`src/sv/thws_pkg.sv`:
```
// Shared types and constants for the task heartbeat watchdog supervisor.
// Used by the controller, the datapath, the top level and the port checker.
`default_nettype none
package thws_pkg;

   localparam int TASKS      = 8;
   localparam int TASK_IDX_W = (TASKS > 1) ? $clog2(TASKS) : 1;

   localparam int OP_W      = 2;
   localparam int TASK_ID_W = 3;
   localparam int REASON_W  = 4;
   localparam int COUNT_W   = 32;
   localparam int TIME_W    = 32;
   localparam int MS_W      = 16;
   localparam int CSR_IDX_W = 2;
   localparam int CSR_DATA_W = 16;
   // wide enough to compare any task_id against any task count
   localparam int ID_EXT_W  = 6;

   localparam logic [OP_W-1:0] OP_TICK    = 2'd0;
   localparam logic [OP_W-1:0] OP_REQUIRE = 2'd1;
   localparam logic [OP_W-1:0] OP_KICK    = 2'd2;
   localparam logic [OP_W-1:0] OP_FAULT   = 2'd3;

   localparam logic [REASON_W-1:0] REASON_CPU_FIRST = 4'd1;
   localparam logic [REASON_W-1:0] REASON_CPU_LAST  = 4'd4;
   localparam logic [REASON_W-1:0] REASON_TIMEOUT   = 4'd5;

   localparam logic [CSR_IDX_W-1:0] CSR_ENABLE = 2'd0;
   localparam logic [CSR_IDX_W-1:0] CSR_PERIOD = 2'd1;
   localparam logic [CSR_IDX_W-1:0] CSR_WINDOW = 2'd2;
   localparam logic [CSR_IDX_W-1:0] CSR_GRACE  = 2'd3;

   localparam logic [MS_W-1:0] PERIOD_RESET = 16'd250;
   localparam logic [MS_W-1:0] WINDOW_RESET = 16'd1000;
   localparam logic [MS_W-1:0] GRACE_RESET  = 16'd3000;

   typedef struct packed {
      logic latch_item;  // capture the accepted word
      logic exec;        // apply the operation to the state
      logic walk_start;  // clear the stale flag, point at task 0
      logic walk_step;   // judge one task, advance
      logic finish;      // close a check that walked the tasks
      logic load_out;    // fill the result register
   } thws_cmd_type;

   typedef struct packed {
      logic out_free;    // result register empty or being taken
      logic check_due;   // current item is a tick that triggers a check
      logic in_grace;    // the check falls inside the startup grace
      logic walk_last;   // walk points at the last task
   } thws_status_type;

endpackage
`default_nettype wire

```
`src/sv/thws_ctrl.sv`:
```
// Sequencing controller for the heartbeat supervisor.
// Depends on thws_pkg; drives the datapath through command and status structs.
`default_nettype none
module thws_ctrl (
   input  wire logic                      clock,
   input  wire logic                      reset,
   input  wire logic                      req_valid,
   output logic                           req_ready,
   input  wire thws_pkg::thws_status_type status,
   output thws_pkg::thws_cmd_type         cmd
);
   import thws_pkg::*;

   localparam logic [1:0] ST_IDLE   = 2'd0;
   localparam logic [1:0] ST_EXEC   = 2'd1;
   localparam logic [1:0] ST_WALK   = 2'd2;
   localparam logic [1:0] ST_FINISH = 2'd3;

   logic [1:0] state_ff;
   logic [1:0] state_in;
   logic       accept;

   assign req_ready = (state_ff == ST_IDLE) && status.out_free;
   assign accept    = req_valid && req_ready;

   always_comb begin
      state_in = state_ff;
      cmd      = '0;
      unique case (state_ff)
         ST_IDLE: begin
            if (accept) begin
               cmd.latch_item = 1'b1;
               state_in       = ST_EXEC;
            end
         end
         ST_EXEC: begin
            cmd.exec = 1'b1;
            if (status.check_due && !status.in_grace) begin
               cmd.walk_start = 1'b1;
               state_in       = ST_WALK;
            end else begin
               cmd.load_out = 1'b1;
               state_in     = ST_IDLE;
            end
         end
         ST_WALK: begin
            cmd.walk_step = 1'b1;
            if (status.walk_last) begin
               state_in = ST_FINISH;
            end
         end
         ST_FINISH: begin
            cmd.finish   = 1'b1;
            cmd.load_out = 1'b1;
            state_in     = ST_IDLE;
         end
         default: state_in = ST_IDLE;
      endcase
   end

   always_ff @(posedge clock) begin
      if (reset) begin
         state_ff <= ST_IDLE;
      end else begin
         state_ff <= state_in;
      end
   end

endmodule
`default_nettype wire

```
`src/sv/thws_dp.sv`:
```
// Datapath of the heartbeat supervisor: registers, time base, stamps, log and result word.
// Depends on thws_pkg; steered by thws_ctrl.
`default_nettype none
module thws_dp (
   input  wire logic                                clock,
   input  wire logic                                reset,
   input  wire thws_pkg::thws_cmd_type              cmd,
   output thws_pkg::thws_status_type                status,
   input  wire logic                                csr_we,
   input  wire logic [thws_pkg::CSR_IDX_W-1:0]      csr_index,
   input  wire logic [thws_pkg::CSR_DATA_W-1:0]     csr_wdata,
   input  wire logic [thws_pkg::OP_W-1:0]           req_op,
   input  wire logic [thws_pkg::TASK_ID_W-1:0]      req_task_id,
   input  wire logic [thws_pkg::REASON_W-1:0]       req_reason,
   output logic                                     rsp_valid,
   input  wire logic                                rsp_ready,
   output logic                                     rsp_refresh,
   output logic                                     rsp_timeout_found,
   output logic [thws_pkg::REASON_W-1:0]            rsp_recent_reason,
   output logic [thws_pkg::COUNT_W-1:0]             rsp_fault_tally,
   output logic [thws_pkg::COUNT_W-1:0]             rsp_timeout_count
);
   import thws_pkg::*;

   // configuration
   logic            enable_ff;
   logic [MS_W-1:0] period_ff;
   logic [MS_W-1:0] window_ff;
   logic [MS_W-1:0] grace_ff;

   // captured word
   logic [OP_W-1:0]      op_ff;
   logic [TASK_ID_W-1:0] id_ff;
   logic [REASON_W-1:0]  reason_ff;

   // supervisor state
   logic [TIME_W-1:0]   time_ff;
   logic [TIME_W-1:0]   time_in;
   logic [MS_W-1:0]     phase_ff;
   logic [MS_W-1:0]     phase_next;
   logic                phase_due;
   logic [TASKS-1:0]    mask_ff;
   logic [TIME_W-1:0]   stamp_ff [TASKS];
   logic [REASON_W-1:0] reason_store_ff;
   logic [REASON_W-1:0] reason_store_in;
   logic [COUNT_W-1:0]  fault_ff;
   logic [COUNT_W-1:0]  fault_in;
   logic [COUNT_W-1:0]  timeout_ff;
   logic [COUNT_W-1:0]  timeout_in;

   // check walk
   logic [TASK_IDX_W-1:0] walk_idx_ff;
   logic                  stale_ff;
   logic [TIME_W-1:0]     walk_stamp;
   logic [TIME_W-1:0]     walk_age;
   logic                  walk_stale;

   // result register
   logic                rsp_valid_ff;
   logic                out_refresh_ff;
   logic                out_timeout_ff;
   logic [REASON_W-1:0] out_reason_ff;
   logic [COUNT_W-1:0]  out_faults_ff;
   logic [COUNT_W-1:0]  out_timeouts_ff;

   logic [ID_EXT_W-1:0]   id_ext;
   logic [TASK_IDX_W-1:0] id_idx;
   logic                  id_in_range;
   logic                  is_tick;
   logic                  log_en;
   logic [REASON_W-1:0]   log_code;

   assign id_ext      = {{(ID_EXT_W-TASK_ID_W){1'b0}}, id_ff};
   assign id_idx      = id_ext[TASK_IDX_W-1:0];
   assign id_in_range = id_ext < ID_EXT_W'(TASKS);
   assign is_tick     = (op_ff == OP_TICK);

   assign time_in    = time_ff + TIME_W'(1);
   assign phase_next = phase_ff + MS_W'(1);
   assign phase_due  = phase_next >= period_ff;

   assign status.out_free  = !rsp_valid_ff || rsp_ready;
   assign status.check_due = is_tick && phase_due && enable_ff;
   assign status.in_grace  = time_in < {{(TIME_W-MS_W){1'b0}}, grace_ff};
   assign status.walk_last = walk_idx_ff == TASK_IDX_W'(TASKS-1);

   // a never-kicked stamp of zero is stale as well
   assign walk_stamp = stamp_ff[walk_idx_ff];
   assign walk_age   = time_ff - walk_stamp;
   assign walk_stale = mask_ff[walk_idx_ff] &&
                       ((walk_stamp == '0) ||
                        (walk_age > {{(TIME_W-MS_W){1'b0}}, window_ff}));

   // fault log: a report, or a timeout closing a failed check
   always_comb begin
      log_en   = 1'b0;
      log_code = reason_ff;
      if (cmd.exec && (op_ff == OP_FAULT)) begin
         log_en = 1'b1;
      end else if (cmd.finish && stale_ff) begin
         log_en   = 1'b1;
         log_code = REASON_TIMEOUT;
      end
   end

   always_comb begin
      reason_store_in = reason_store_ff;
      fault_in        = fault_ff;
      timeout_in      = timeout_ff;
      if (log_en) begin
         reason_store_in = log_code;
         if ((log_code >= REASON_CPU_FIRST) && (log_code <= REASON_CPU_LAST)) begin
            fault_in = fault_ff + COUNT_W'(1);
         end else if (log_code == REASON_TIMEOUT) begin
            timeout_in = timeout_ff + COUNT_W'(1);
         end
      end
   end

   always_ff @(posedge clock) begin
      if (reset) begin
         enable_ff <= 1'b0;
         period_ff <= PERIOD_RESET;
         window_ff <= WINDOW_RESET;
         grace_ff  <= GRACE_RESET;
      end else if (csr_we) begin
         unique case (csr_index)
            CSR_ENABLE: enable_ff <= csr_wdata[0];
            CSR_PERIOD: period_ff <= csr_wdata;
            CSR_WINDOW: window_ff <= csr_wdata;
            CSR_GRACE:  grace_ff  <= csr_wdata;
            default:    ;
         endcase
      end
   end

   always_ff @(posedge clock) begin
      if (cmd.latch_item) begin
         op_ff     <= req_op;
         id_ff     <= req_task_id;
         reason_ff <= req_reason;
      end
   end

   always_ff @(posedge clock) begin
      if (reset) begin
         time_ff         <= '0;
         phase_ff        <= '0;
         mask_ff         <= '0;
         reason_store_ff <= '0;
         fault_ff        <= '0;
         timeout_ff      <= '0;
      end else begin
         reason_store_ff <= reason_store_in;
         fault_ff        <= fault_in;
         timeout_ff      <= timeout_in;
         if (cmd.exec && is_tick) begin
            time_ff  <= time_in;
            phase_ff <= phase_due ? '0 : phase_next;
         end
         if (cmd.exec && (op_ff == OP_REQUIRE) && id_in_range) begin
            mask_ff[id_idx] <= 1'b1;
         end
      end
   end

   // stamps are read only under a set mask bit, and setting it writes the stamp
   always_ff @(posedge clock) begin
      if (cmd.exec && ((op_ff == OP_REQUIRE) || (op_ff == OP_KICK)) && id_in_range) begin
         stamp_ff[id_idx] <= time_ff;
      end
   end

   always_ff @(posedge clock) begin
      if (cmd.walk_start) begin
         walk_idx_ff <= '0;
         stale_ff    <= 1'b0;
      end else if (cmd.walk_step) begin
         walk_idx_ff <= walk_idx_ff + TASK_IDX_W'(1);
         stale_ff    <= stale_ff || walk_stale;
      end
   end

   always_ff @(posedge clock) begin
      if (reset) begin
         rsp_valid_ff <= 1'b0;
      end else if (cmd.load_out) begin
         rsp_valid_ff <= 1'b1;
      end else if (rsp_ready) begin
         rsp_valid_ff <= 1'b0;
      end
   end

   always_ff @(posedge clock) begin
      if (cmd.load_out) begin
         out_refresh_ff  <= cmd.finish ? !stale_ff : status.check_due;
         out_timeout_ff  <= cmd.finish && stale_ff;
         out_reason_ff   <= reason_store_in;
         out_faults_ff   <= fault_in;
         out_timeouts_ff <= timeout_in;
      end
   end

   assign rsp_valid         = rsp_valid_ff;
   assign rsp_refresh       = out_refresh_ff;
   assign rsp_timeout_found = out_timeout_ff;
   assign rsp_recent_reason = out_reason_ff;
   assign rsp_fault_tally   = out_faults_ff;
   assign rsp_timeout_count = out_timeouts_ff;

endmodule
`default_nettype wire

```
`src/sv/task_heartbeat_watchdog_supervisor_unit.sv`:
```
// Task heartbeat watchdog supervisor: controller and datapath.
// Usage:
//   req_* carries one word: a 1 ms tick, a task require, a task kick or a
//   fault report. rsp_* returns exactly one result word per request word,
//   in order: refresh and timeout flags of a check plus the fault log.
//   csr_* writes the enable, check period, heartbeat window and startup
//   grace registers; write only while no request is in flight.
// Sequencing:
//   A request is accepted only when the supervisor is idle. A word that does
//   not start a task walk is executed in the state after acceptance, and its
//   result is then registered in the output register. A tick that triggers
//   a check outside the startup grace walks the task stamps one task per
//   cycle, then a finish state loads its result. The next word is taken only
//   after the previous one has loaded its result.
// Reset and stall:
//   Reset clears the time base, phase, mask and log, and loads the register
//   defaults (disabled, 250, 1000, 3000 ms). A result waits in the output
//   register while rsp_ready is low; one further request may be accepted as
//   soon as that register is being emptied.
`default_nettype none
module task_heartbeat_watchdog_supervisor_unit (
   input  wire logic                             clock,
   input  wire logic                             reset,
   input  wire logic                             csr_we,
   input  wire logic [thws_pkg::CSR_IDX_W-1:0]   csr_index,
   input  wire logic [thws_pkg::CSR_DATA_W-1:0]  csr_wdata,
   input  wire logic                             req_valid,
   output logic                                  req_ready,
   input  wire logic [thws_pkg::OP_W-1:0]        req_op,
   input  wire logic [thws_pkg::TASK_ID_W-1:0]   req_task_id,
   input  wire logic [thws_pkg::REASON_W-1:0]    req_reason,
   output logic                                  rsp_valid,
   input  wire logic                             rsp_ready,
   output logic                                  rsp_refresh,
   output logic                                  rsp_timeout_found,
   output logic [thws_pkg::REASON_W-1:0]         rsp_recent_reason,
   output logic [thws_pkg::COUNT_W-1:0]          rsp_fault_tally,
   output logic [thws_pkg::COUNT_W-1:0]          rsp_timeout_count
);
   import thws_pkg::*;

   thws_cmd_type    cmd;
   thws_status_type status;

   thws_ctrl u_ctrl (
      .clock     (clock),
      .reset     (reset),
      .req_valid (req_valid),
      .req_ready (req_ready),
      .status    (status),
      .cmd       (cmd)
   );

   thws_dp u_dp (
      .clock             (clock),
      .reset             (reset),
      .cmd               (cmd),
      .status            (status),
      .csr_we            (csr_we),
      .csr_index         (csr_index),
      .csr_wdata         (csr_wdata),
      .req_op            (req_op),
      .req_task_id       (req_task_id),
      .req_reason        (req_reason),
      .rsp_valid         (rsp_valid),
      .rsp_ready         (rsp_ready),
      .rsp_refresh       (rsp_refresh),
      .rsp_timeout_found (rsp_timeout_found),
      .rsp_recent_reason (rsp_recent_reason),
      .rsp_fault_tally   (rsp_fault_tally),
      .rsp_timeout_count (rsp_timeout_count)
   );

endmodule
`default_nettype wire

```
`config.mk`:
```
export PLATFORM = sky130hd
export DESIGN_NAME = task_heartbeat_watchdog_supervisor_unit
export DESIGN_NICKNAME = d
export VERILOG_FILES = /design/src/sv/thws_pkg.sv /design/src/sv/thws_ctrl.sv /design/src/sv/thws_dp.sv /design/src/sv/task_heartbeat_watchdog_supervisor_unit.sv
export SDC_FILE = /design/constraint.sdc
export NUM_CORES = 1
export LEC_CHECK = 0
export ABC_CLOCK_PERIOD_IN_PS = 7350
export BUFFER_PORTS_ARGS = -buffer_cell sky130_fd_sc_hd__buf_2
export CORE_MARGIN = 10
export CORE_UTILIZATION = 24
export DETAILED_ROUTE_END_ITERATION = 10
export PLACE_DENSITY = 0.41
export SLEW_MARGIN = 20
export SYNTH_ARGS = -nofsm -noshare
export SYNTH_HDL_FRONTEND = slang
export SYNTH_HIERARCHICAL = 1
export SYNTH_SLANG_ARGS = --single-unit
```
`constraint.sdc`:
```
create_clock -name clock -period 7.35 [get_ports clock]
set_input_delay 1.1025 -clock clock [delete_from_list [all_inputs] [get_ports clock]]
set_output_delay 1.1025 -clock clock [all_outputs]
set_load 0.02 [all_outputs]
```
==> metrics <==
Synth Area in Adders 4.79%; footprint of the multi-input gates 0.00938 mm^2; Clock Path Buffers 3; port bufs 103; io pins 104; area share of the largest cell type after synthesis 42.5%; Synthesized Nets 2012; Period minus WS final 5.74 ns; Final Cycle Share 78.1%; setup slack after layout 1.61 ns; critical path, cell by cell ha_1 > nand3_1 > nor2_1 > nand3_1 > inv_1 > nand3_1 > xnor2_1 > ha_1 > nor2b_1 > o21ai_0 > o21ai_0 > nor4_1 > nand4_1 > nand4b_1 > nor3_1 > o31a_2 > buf_12; Cell Pwr Density 226 mW/mm^2; Pwr Total 0.00622 W; Fmax achieved 174 MHz; endpoints failing setup 0; Critical Path Source u_dp/time_ff[0]; Worst-path clk slew 0.06 ns; Max IR drop VDD 172 uV; Async SR Flop Fraction 0%; R2R Setup Slk 1.61 ns; flops & latches, synth 518; Worst Skew 0.0390 ns; CP most frequent cell nand3_1; EDFF count, synth 335; r2r endpoint u_dp/rsp_fault_tally[8]; vias in the first global route 15502; CTS Buf Count 56; combinational family with the most area after synthesis simple AND/OR/NAND/NOR gates; top_reg_cell synth edfxtp_1; Post-Route Utilization 28.1%; CP startpoint kind flop; crit path capture type flop; Place WS 1.57 ns; total number of vias 15172; DRT iter0 DRCs 1052; max-slew violation count 0; Register-to-Register Path Depth 17; Cell Area, Synth 0.0237 mm^2; Sequential Area 0.0137 mm^2; Post-Syn Instances 1890; Simple-Gate Fraction of Synth Area 13.9%; worst-margin pin slew 0.939 ns; final count of hold timing violations 0; routed vias/inst 4.54; fin nets 2126; first-pass GRT wire length 97600 um; Die Span Y 334 um; worst hold path class reg -> reg; Critical Path RT 7.65 ns; Finished Cell Area 0.0276 mm^2; RSZ-0062 raised after global routing false; mux share of post-synthesis cell area 8.41%; most common cell after layout, fill and taps aside edfxtp_1; post-synthesis compound-gate area fraction 6.96%; synth warn 6; # rows 115; Setup TNS 0 ns; die area 0.112 mm^2; TritonCTS clock tree yes; Final ANT Viol Nets 0; sequential share of the synthesized area 58.0%; Relative slew margins 37.4%; hold_buf cts 0; largest net degree at the start of global routing 100; insertion delay to the later sink of the worst-skew pair 0.63 ns; Final Wtd Congestion 0.862; post-synth cell types 87; post-CTS repair timing setup buffer count 0; outcome complete, no violations; first drt pass iteration count 5; Hold Crit Depth 2; wire per inst 19.2 um; Worst path max stage delay 0.71 ns; Root Driver clkbuf_16; Max stage delay cell, worst path o31a_2; Critical R2R Launch u_dp/time_ff[0]; XOR/XNOR Fraction of Synth Area 5.36%; # DRC 0; Lkg Pwr 9.97 nW; GRT Total Usage 11.2%; Core ar. 0.0981 mm^2; Initial Utilization 24.1%; worst-path fanout max 46; most frequent cells in the layout edfxtp_1, dfxtp_1, nand2_1; Fillers 10109; top cells by area, synth edfxtp_1, dfxtp_1, mux4_2, ha_1, xnor2_1; Synth area leader edfxtp_1; Post-CTS Resized 0; Crit Path Category reg -> reg; clk sinks 518; Worst Setup EP u_dp/rsp_fault_tally[8]; Die W 334 um; total gr overflow 0; fraction of layout instances using a drive strength above 1 15.3%; ant diodes 0; initial antenna violation count 8; Mean Syn Cell Area 12.5 um^2; dpl hpwl 43000 um; H-tree depth 2; Syn-to-layout area delta 16.6%; Arrival @ worst endpoint 6.04 ns; Post-Route WL 64000 um; Max-cap violations 0; DP Area 0.0257 mm^2
-- report_power, final --
group / switching, W / leakage [nW] / internal, W
sequential: 0.0000199 / 4.62 / 0.00311
clock: 0.00120 / 0.933 / 0.00172
combinational: 0.000120 / 4.42 / 0.0000539
-- routing by layer --
layer  GRT usage (%)  vias to the layer above  part of all wire, %
li1                -                     7192                    -
met2            19.4                      265                   49
met5               0                        -                    0
met3            1.57                       87                  3.4
met4            2.62                        0                  2.1
met1            14.7                     7628                   46
-- Yosys cell counts (11+ instances only) --
| master | count |
|---|---|
| mux2i_1 | 38 |
| clkbuf_1 | 43 |
| a31oi_1 | 14 |
| mux4_2 | 65 |
| and3_1 | 37 |
| nand4_1 | 31 |
| dfxtp_1 | 183 |
| edfxtp_1 | 335 |
| nand3_1 | 56 |
| xor2_1 | 68 |
| nand2b_1 | 18 |
| a21oi_1 | 103 |
| inv_1 | 63 |
| o21ai_0 | 37 |
| or3_1 | 11 |
| nand2_1 | 162 |
| ha_1 | 89 |
| a21o_1 | 25 |
| a211o_1 | 14 |
| nor2_1 | 134 |
| buf_2 | 11 |
| nor3_1 | 32 |
| nor2b_1 | 78 |
| xnor2_1 | 75 |
-- stage by stage --
| stage | hold slack (ns) | cells |
|---|---|---|
| floorplan | 0.431 | 1890 |
| global placement | 0.445 | 3232 |
| detailed placement | 0.449 | 3233 |
| CTS | 0.457 | 3339 |
| global route | 0.474 | 3339 |
| finish | 0.455 | 3339 |
-- flip-flops by register name (all words and copies together), names as in the netlist, 2 cells and up, named ones only --
signal                  count
u_dp/rsp_timeout_count     32
u_dp/reason_store_ff        4
u_dp/stamp_ff             256
u_dp/id_ff                  3
u_dp/grace_ff              16
u_dp/rsp_recent_reason      4
u_dp/fault_ff              32
u_dp/period_ff             16
u_dp/walk_idx_ff            3
u_dp/op_ff                  2
u_dp/reason_ff              4
u_dp/timeout_ff            32
u_dp/time_ff               32
u_dp/rsp_fault_tally       32
u_dp/phase_ff              16
u_dp/window_ff             16
u_dp/mask_ff                8
-- worst max-delay path: cells and delay by family (launching register included) --
| kind | cells | cell delay, ns |
|---|---|---|
| AO/OA/AOI/OAI | 3 | 1.17 |
| adder cells (fa/ha/maj) | 2 | 0.61 |
| AND/OR/NAND/NOR | 9 | 2.30 |
| XOR/XNOR | 1 | 0.20 |
| flip-flops | 1 | 0.62 |
| buffers and inverters | 2 | 0.44 |
-- final cells by class --
type	instances	share of cell area [%]
clock buffers	86	5.94
clock inverters	20	1.02
well taps	1287	5.84
multi-input cells	1240	34.0
inverters	63	0.857
repair buffers	125	2.58
flip-flops and latches	518	49.8
-- how the worst min path moves through the flow --
stage	from	end	slack, ns
finish	u_dp/grace_ff[10]	u_dp/grace_ff[10]	0.45
global route	u_dp/grace_ff[10]	u_dp/grace_ff[10]	0.47
CTS	u_dp/grace_ff[10]	u_dp/grace_ff[10]	0.46
detailed placement	u_dp/grace_ff[10]	u_dp/grace_ff[10]	0.45
global placement	u_dp/period_ff[8]	u_dp/period_ff[8]	0.45
floorplan	u_dp/mask_ff[2]	u_dp/mask_ff[2]	0.43
-- cells by family (layout without fill, tap and decap cells) --
kind of cell | after synthesis | count (layout)
fa+ha+maj | 90 | 90
compound gates | 260 | 260
buf+inv | 132 | 294
mux | 112 | 112
flops | 518 | 518
xor+xnor | 144 | 144
simple gates | 634 | 634
Note: power is estimated with default switching activity, not from simulation.
